$ cat config.mk
export PLATFORM = sky130hd
export DESIGN_NAME = infix_to_postfix_converter_unit_flat
export DESIGN_NICKNAME = d
export VERILOG_FILES = /design/src/sv/itp_pkg.sv /design/src/sv/itp_in_if.sv /design/src/sv/itp_out_if.sv /design/src/sv/infix_to_postfix_converter_unit.sv /design/src/sv/itp_cell.sv /design/src/flat_wrapper.sv
export SDC_FILE = /design/constraint.sdc
export NUM_CORES = 1
export LEC_CHECK = 0
export BUFFER_PORTS_ARGS = -buffer_cell sky130_fd_sc_hd__buf_2
export CELL_PAD_IN_SITES_DETAIL_PLACEMENT = 1
export CELL_PAD_IN_SITES_GLOBAL_PLACEMENT = 1
export CORE_MARGIN = 8
export CORE_UTILIZATION = 45
export CTS_CLUSTER_SIZE = 20
export DETAILED_ROUTE_END_ITERATION = 12
export GPL_TIMING_DRIVEN = 0
export PLACE_DENSITY_LB_ADDON = 0.1
export SLEW_MARGIN = 20
export SYNTH_ARGS = -nofsm -noshare
export SYNTH_HDL_FRONTEND = slang
export SYNTH_HIERARCHICAL = 1
export SYNTH_SLANG_ARGS = --single-unit
$ cat constraint.sdc
create_clock -name clk -period 8.9 [get_ports clk]
set_clock_uncertainty 0.05 [all_clocks]
set_input_delay 0.445 -clock clk [delete_from_list [all_inputs] [get_ports clk]]
set_output_delay 0.445 -clock clk [all_outputs]
set_load 0.02 [all_outputs]
$ cat src/sv/itp_pkg.sv
package itp_pkg;

	localparam int unsigned CHAR_W = 8;

	localparam logic [CHAR_W-1:0] CH_NUL    = 8'h00;
	localparam logic [CHAR_W-1:0] CH_CARET  = 8'h5E;
	localparam logic [CHAR_W-1:0] CH_STAR   = 8'h2A;
	localparam logic [CHAR_W-1:0] CH_SLASH  = 8'h2F;
	localparam logic [CHAR_W-1:0] CH_OPEN   = 8'h28;
	localparam logic [CHAR_W-1:0] CH_CLOSE  = 8'h29;
	localparam logic [CHAR_W-1:0] CH_LOW_A  = 8'h61;
	localparam logic [CHAR_W-1:0] CH_LOW_Z  = 8'h7A;
	localparam logic [CHAR_W-1:0] CH_UP_A   = 8'h41;
	localparam logic [CHAR_W-1:0] CH_UP_Z   = 8'h5A;

	localparam logic [1:0] ST_OK        = 2'd0;
	localparam logic [1:0] ST_OVERFLOW  = 2'd1;
	localparam logic [1:0] ST_UNMATCHED = 2'd2;
	localparam logic [1:0] ST_DONE      = 2'd3;

	typedef logic [CHAR_W-1:0] char_t;

	typedef struct packed {
		logic push;
		logic pop;
	} stack_cmd_t;

	function automatic logic [1:0] op_prec(input char_t c);
		logic [1:0] p;
		p = 2'd1;
		if (c == CH_CARET) begin
			p = 2'd3;
		end else if (c == CH_STAR || c == CH_SLASH) begin
			p = 2'd2;
		end
		return p;
	endfunction

	function automatic logic is_letter(input char_t c);
		return (c >= CH_LOW_A && c <= CH_LOW_Z) || (c >= CH_UP_A && c <= CH_UP_Z);
	endfunction

	// True when stacked operator t must leave before operator c is pushed.
	function automatic logic must_pop(input char_t t, input char_t c);
		logic [1:0] p;
		logic [1:0] q;
		p = op_prec(c);
		q = op_prec(t);
		return (t != CH_OPEN) && ((q > p) || ((q == p) && (c != CH_CARET)));
	endfunction

endpackage

$ cat src/sv/itp_in_if.sv
interface itp_in_if;
	import itp_pkg::*;

	logic  valid;
	logic  ready;
	char_t symbol;
	logic  end_of_expression;

	modport source (output valid, output symbol, output end_of_expression, input ready);
	modport sink (input valid, input symbol, input end_of_expression, output ready);

endinterface

$ cat src/sv/itp_out_if.sv
interface itp_out_if;
	import itp_pkg::*;

	logic       valid;
	logic       ready;
	char_t      out_char;
	logic       has_char;
	logic [1:0] status;
	logic       run_last;

	modport source (output valid, output out_char, output has_char, output status,
		output run_last, input ready);
	modport sink (input valid, input out_char, input has_char, input status,
		input run_last, output ready);

endinterface

$ cat src/sv/infix_to_postfix_converter_unit.sv
// Infix to postfix converter.
// The symbols channel takes one infix character per word together with an
// end-of-expression flag. The results channel returns postfix characters,
// status codes and a run_last flag that marks the final result of each input.
// Operators wait in a row of cells that forms the stack; the top sits in the
// first cell and every push or pop shifts the whole row by one place.
// Each input passes an accept step, a symbol stage that pops and emits
// operators one at a time until the symbol can be pushed or placed, and a
// finish stage that, at end of expression, flushes the stack and then returns
// ST_DONE. The first result of an input is registered by its symbol stage, or
// by its finish stage when the symbol itself releases nothing; an input that
// releases nothing and does not end the expression returns no result.
// A new input is taken only after the previous one has finished processing.
// When the receiver stalls, the output register holds its word and processing
// pauses until the word is taken.
// Reset empties the stack and the output register; no clearing pass is needed.
module infix_to_postfix_converter_unit
	import itp_pkg::*;
#(
	parameter int unsigned STACK_DEPTH = 16
) (
	input  logic  clk,
	input  logic  arst_n,
	itp_in_if.sink    symbols,
	itp_out_if.source results
);

	localparam int unsigned CW = $clog2(STACK_DEPTH + 1);

	typedef enum logic [2:0] {
		S_IDLE = 3'b001,
		S_SYM  = 3'b010,
		S_FIN  = 3'b100
	} state_t;

	state_t     state_q, state_d;
	char_t      sym_q;
	logic       fin_q;
	logic [CW-1:0] count_q;

	logic       out_valid_q;
	char_t      out_char_q;
	logic       has_char_q;
	logic [1:0] status_q;
	logic       run_last_q;

	stack_cmd_t cmd;
	char_t      cell_val [STACK_DEPTH];
	char_t      top, second;
	logic       step, full, empty, deep;
	logic       emit, e_has, e_last;
	char_t      e_char;
	logic [1:0] e_status;

	genvar gi;
	generate
		for (gi = 0; gi < STACK_DEPTH; gi++) begin : g_cell
			char_t above_w, below_w;
			if (gi == 0) begin : g_first
				assign above_w = sym_q;
			end else begin : g_mid
				assign above_w = cell_val[gi-1];
			end
			if (gi == STACK_DEPTH - 1) begin : g_last
				assign below_w = CH_NUL;
			end else begin : g_inner
				assign below_w = cell_val[gi+1];
			end
			itp_cell u_cell (
				.clk   (clk),
				.cmd   (cmd),
				.above (above_w),
				.below (below_w),
				.value (cell_val[gi])
			);
		end
	endgenerate

	assign top    = cell_val[0];
	assign second = cell_val[1];
	assign full   = (count_q == CW'(STACK_DEPTH));
	assign empty  = (count_q == '0);
	assign deep   = (count_q >= CW'(2));
	assign step   = (state_q != S_IDLE) && (!out_valid_q || results.ready);

	assign symbols.ready = (state_q == S_IDLE);

	always_comb begin
		state_d  = state_q;
		cmd      = '0;
		emit     = 1'b0;
		e_char   = CH_NUL;
		e_has    = 1'b0;
		e_status = ST_OK;
		e_last   = 1'b0;
		if (step) begin
			case (state_q)
				S_SYM: begin
					state_d = S_FIN;
					if (sym_q == CH_NUL) begin
						state_d = S_FIN;
					end else if (is_letter(sym_q)) begin
						emit   = 1'b1;
						e_char = sym_q;
						e_has  = 1'b1;
						e_last = !fin_q;
					end else if (sym_q == CH_CLOSE) begin
						if (empty) begin
							emit     = 1'b1;
							e_status = ST_UNMATCHED;
							e_last   = !fin_q;
						end else if (top == CH_OPEN) begin
							cmd.pop = 1'b1;
						end else begin
							cmd.pop = 1'b1;
							emit    = 1'b1;
							e_char  = top;
							e_has   = 1'b1;
							e_last  = !fin_q && deep && (second == CH_OPEN);
							state_d = S_SYM;
						end
					end else if (sym_q != CH_OPEN && !empty && must_pop(top, sym_q)) begin
						cmd.pop = 1'b1;
						emit    = 1'b1;
						e_char  = top;
						e_has   = 1'b1;
						e_last  = !fin_q && !(deep && must_pop(second, sym_q));
						state_d = S_SYM;
					end else if (full) begin
						emit     = 1'b1;
						e_status = ST_OVERFLOW;
						e_last   = !fin_q;
					end else begin
						cmd.push = 1'b1;
					end
				end
				S_FIN: begin
					if (!fin_q) begin
						state_d = S_IDLE;
					end else if (!empty) begin
						cmd.pop = 1'b1;
						if (top != CH_OPEN) begin
							emit   = 1'b1;
							e_char = top;
							e_has  = 1'b1;
						end
					end else begin
						emit     = 1'b1;
						e_status = ST_DONE;
						e_last   = 1'b1;
						state_d  = S_IDLE;
					end
				end
				default: begin
					state_d = S_IDLE;
				end
			endcase
		end
	end

	always_ff @(posedge clk or negedge arst_n) begin
		if (!arst_n) begin
			state_q     <= S_IDLE;
			count_q     <= '0;
			out_valid_q <= 1'b0;
		end else begin
			if (symbols.valid && symbols.ready) begin
				state_q <= S_SYM;
			end else begin
				state_q <= state_d;
			end
			if (cmd.push) begin
				count_q <= count_q + CW'(1);
			end else if (cmd.pop) begin
				count_q <= count_q - CW'(1);
			end
			if (emit) begin
				out_valid_q <= 1'b1;
			end else if (results.ready) begin
				out_valid_q <= 1'b0;
			end
		end
	end

	always_ff @(posedge clk) begin
		if (symbols.valid && symbols.ready) begin
			sym_q <= symbols.symbol;
			fin_q <= symbols.end_of_expression;
		end
		if (emit) begin
			out_char_q <= e_char;
			has_char_q <= e_has;
			status_q   <= e_status;
			run_last_q <= e_last;
		end
	end

	assign results.valid    = out_valid_q;
	assign results.out_char = out_char_q;
	assign results.has_char = has_char_q;
	assign results.status   = status_q;
	assign results.run_last = run_last_q;

	a_count_range: assert property (@(posedge clk) disable iff (!arst_n)
		count_q <= CW'(STACK_DEPTH))
		else $error("stack count beyond depth");

	a_no_push_full: assert property (@(posedge clk) disable iff (!arst_n)
		cmd.push |-> !full)
		else $error("push into a full stack");

	a_no_pop_empty: assert property (@(posedge clk) disable iff (!arst_n)
		cmd.pop |-> !empty)
		else $error("pop from an empty stack");

	a_accept_starts: assert property (@(posedge clk) disable iff (!arst_n)
		(symbols.valid && symbols.ready) |=> (state_q == S_SYM))
		else $error("accepted word did not start processing");

	a_hold_on_stall: assert property (@(posedge clk) disable iff (!arst_n)
		(out_valid_q && !results.ready) |=> (out_valid_q && $stable(out_char_q)
			&& $stable(status_q) && $stable(run_last_q)))
		else $error("result overwritten while stalled");

endmodule

$ cat src/sv/itp_cell.sv
module itp_cell
	import itp_pkg::*;
(
	input  logic       clk,
	input  stack_cmd_t cmd,
	input  char_t      above,
	input  char_t      below,
	output char_t      value
);

	char_t value_q;

	always_ff @(posedge clk) begin
		if (cmd.push) begin
			value_q <= above;
		end else if (cmd.pop) begin
			value_q <= below;
		end
	end

	assign value = value_q;

endmodule
$ cat src/flat_wrapper.sv
// flat-port wrapper written by rule: the top's interface ports become plain ports
module infix_to_postfix_converter_unit_flat import itp_pkg::*;
#(
	parameter int unsigned STACK_DEPTH = 16
)
  (clk, arst_n, symbols_valid, symbols_symbol, symbols_end_of_expression, symbols_ready, results_valid, results_out_char, results_has_char, results_status, results_run_last, results_ready);
  itp_in_if symbols_i ();
  itp_out_if results_i ();
  input  logic clk;
  input  logic arst_n;
  input wire logic [$bits(symbols_i.valid)-1:0] symbols_valid;
  input wire logic [$bits(symbols_i.symbol)-1:0] symbols_symbol;
  input wire logic [$bits(symbols_i.end_of_expression)-1:0] symbols_end_of_expression;
  output wire logic [$bits(symbols_i.ready)-1:0] symbols_ready;
  output wire logic [$bits(results_i.valid)-1:0] results_valid;
  output wire logic [$bits(results_i.out_char)-1:0] results_out_char;
  output wire logic [$bits(results_i.has_char)-1:0] results_has_char;
  output wire logic [$bits(results_i.status)-1:0] results_status;
  output wire logic [$bits(results_i.run_last)-1:0] results_run_last;
  input wire logic [$bits(results_i.ready)-1:0] results_ready;
  assign symbols_i.valid = symbols_valid;
  assign symbols_i.symbol = symbols_symbol;
  assign symbols_i.end_of_expression = symbols_end_of_expression;
  assign symbols_ready = symbols_i.ready;
  assign results_valid = results_i.valid;
  assign results_out_char = results_i.out_char;
  assign results_has_char = results_i.has_char;
  assign results_status = results_i.status;
  assign results_run_last = results_i.run_last;
  assign results_i.ready = results_ready;
  infix_to_postfix_converter_unit #(.STACK_DEPTH(STACK_DEPTH)) u_core (.clk(clk), .arst_n(arst_n), .symbols(symbols_i), .results(results_i));
endmodule
==> metrics <==
outcome=completed; final hold violations=0; most frequent cell after synthesis=edfxtp_1; hold depth=1; Worst Reg-to-Reg Cells=16; Core ar.=~0.018 mm2; WL final=16.9 mm; min cycle time layout=4.88 ns; Post-synth EDFFs=about 150; leakage=3.31 nW; crit path kind=flip-flop to flip-flop; CP Launch Type=flip-flop; Hold WC Path Type=input port to flip-flop; share of post-route cells with drive strength above 1=0.419; Antenna Cells=0; Final setup viols=0; register area share after synthesis=0.586; Syn. warnings=6; DRC=0; Pwr Density=approximately 260 mW/mm2; VDD IR max=0.000137 V; crit path max fanout=17; initial cell density of the core=0.453; synth cell count leaders=149 x edfxtp_1, 128 x mux2_4, 16 x buf_6, 16 x nand2_1, 16 x or2_1; Iteration-0 DRC Markers=285; Synth Instances=477; final design utilization=0.510; Cell Count, Final, Fillers Out=771; area grow syn2layout=12.7%; Area contributors post-synth=edfxtp_1 56%, mux2_4 24%, dfrtp_1 2.5%; nets@finish=552; Clock Latency Late Sink=0.42 ns; achievable frequency=~200 MHz; average cell area after synthesis=about 17 um2; largest net degree at the start of global routing=18; clk slew on worst S/H paths=0.06 ns; Placed Cells=739; Crit. End Element=flip-flop; die height=roughly 150 um; drt pass-1 iters=4; site row count=between 40 and 50; worst hold start=symbols_symbol[7]; CTS sink count=158; CP arrival=5.17 ns; WL per Instance=21.9 um; via count=around 4200; Main synth FF type=edfxtp_1; Max Slew Vio Count=0; TritonCTS clock tree=done; Num CTS Buffers=17; maximum buffer depth of the clock tree=2; Yosys cell types=64; synthesized flop and latch total=between 150 and 200; WHS Endpoint=u_core/g_cell[0].above_w[7]; I/O pins=27; vias in the first global route=4535; H-tree depth=4; area leader, netlist=edfxtp_1; Reg2Reg Capture Point=u_core/count_q[4]; reg2reg setup slack=4.02 ns; WP data required=9.19 ns; FF-to-FF Start=u_core/g_cell[0].above_w[5]; GP Congestion=0.825; post-DR vias/cell=approximately 5.5; Die Width=150 um; setup_tns=0 ns; Die ar.=0.0224 mm2; worst slew pin tran=1.11 ns; global-route wire length before repair=26.6 mm; Yosys top cell area share=0.558; GRT Total Usage=0.159; total grt overflow=0; Antenna Nets Post-Route=0; Max Cap Viol=0; Root Buffer=clkbuf_16; antenna violations before repair=0; Tcrit/Tclk final=0.549; dpl hpwl=12.2 mm; I/O Buffers=26; async set-reset flop share out of synthesis=0.0570; mapped cell area=about 0.008 mm2; Slew HR=0.260; RSZ-0062 raised after global routing=no
## power by group
group	total [W]	internal, W	switching, W	leakage, nW
registers	0.00113	0.00102	0.000116	1.46
logic	0.000505	0.000245	0.000260	1.56
clock network	0.000705	0.000412	0.000293	0.282
## worst max-delay path by stage
stage	start	end	slack, ns
after floorplan	u_core/g_cell[0].above_w[5]	u_core/count_q[4]	4.97
after global placement	u_core/g_cell[0].above_w[5]	u_core/count_q[4]	4.20
after detailed placement	u_core/g_cell[0].above_w[5]	u_core/count_q[4]	4.04
after CTS	u_core/g_cell[0].above_w[5]	u_core/count_q[4]	3.99
after global routing	u_core/g_cell[0].above_w[5]	u_core/count_q[4]	3.65
final	u_core/g_cell[0].above_w[5]	u_core/count_q[4]	4.02
## cells by family (layout without fill, tap and decap cells)
logic type,after synthesis,in the layout,synth area share
multiplexers,132,132,0.245
AO/OA/AOI/OAI,52,52,0.0482
other,1,8,0.000467
buffers and inverters,27,85,0.0290
AND/OR/NAND/NOR,90,90,0.0677
XOR/XNOR,8,8,0.00873
flip-flops,158,158,0.586
adder cells (fa/ha/maj),9,9,0.0150
## metrics by stage
stage               setup slack, ns  instance area, um2  power, W  hold WS (ns)
finish                         4.02                9040   0.00234         0.148
detailed placement             4.04                8470   0.00166         0.272
global route                   3.65                9040   0.00246         0.122
floorplan                      4.97                8050   0.00149        0.0994
CTS                            3.99                9040   0.00237         0.125
global placement               4.20                8470   0.00163         0.262
## placed cells by master, fill, tap and decap left out, types with 3 or more instances in the layout
cell type  synthesis  layout
a21oi_1           15      15
a22oi_1            4       4
a31oi_1            6       6
and2b_2            3       3
buf_2              1      27
buf_6             16      16
clkbuf_16          0      17
clkinv_2           0       5
conb_1             1       8
dfrtp_1            8       8
edfxtp_1         149     149
ha_1               8       8
inv_1              7       7
mux2_2             3       3
mux2_4           128     128
nand2_1           16      16
nand2b_1           4       4
nor2_1            14      14
nor3_1             4       4
nor3b_1            4       4
nor4b_1            3       3
nor4bb_1           3       3
o211ai_1           4       4
o21ai_0            4       4
or2_1             16      16
or2_2              3       3
xnor2_1            6       6
## worst max-delay path, stage by stage, from the launching register on
cell,delay (ns)
edfxtp_1,0.55
nor4bb_1,0.30
and4_2,0.31
a41oi_1,0.09
ha_1,0.37
a21oi_1,0.22
a311oi_2,0.12
a21o_1,0.24
or2_2,0.36
inv_1,0.82
fa_1,0.39
inv_1,0.07
a21o_2,0.19
a21oi_1,0.23
a2111oi_0,0.10
a31oi_1,0.23
xnor2_1,0.15
## layer usage
metal  vias up  part of all wire  routed length (um)  global-route usage
li1       1956                 -                   -                   -
met1      2178              0.45                7660               0.195
met2        60              0.51                8550               0.267
met3        14             0.028                 470              0.0408
met4         0             0.012                 197              0.0555
met5         -                 0                   0                   0
## registers in the layout, indices dropped and copies added (netlist names)
signal	flops
u_core/results.run_last	1
u_core/g_cell.above_w	8
u_core/results.out_char	8
u_core/g_cell.u_cell/value	128
u_core/state_q	3
u_core/results.status	2
u_core/results.valid	1
u_core/fin_q	1
u_core/results.has_char	1
u_core/count_q	5
## repair_timing
item	CTS	global route
endpoints found under the setup margin	0	0
hold buffers	1	0
buffers inserted	0	0
resized for setup	0	0
endpoints found under the hold margin	8	0
## layout make-up
cell class | count | area, um2
timing repair buffer | 27 | 140
tap | 229 | 287
clock buffer | 17 | 425
clock inverter | 14 | 143
fill | 1668 | 8670
sequential | 158 | 4700
buffer | 20 | 206
inverter | 7 | 26.3
multi-input combinational | 299 | 3120
No activity file was read; power rests on OpenSTA's default activity.
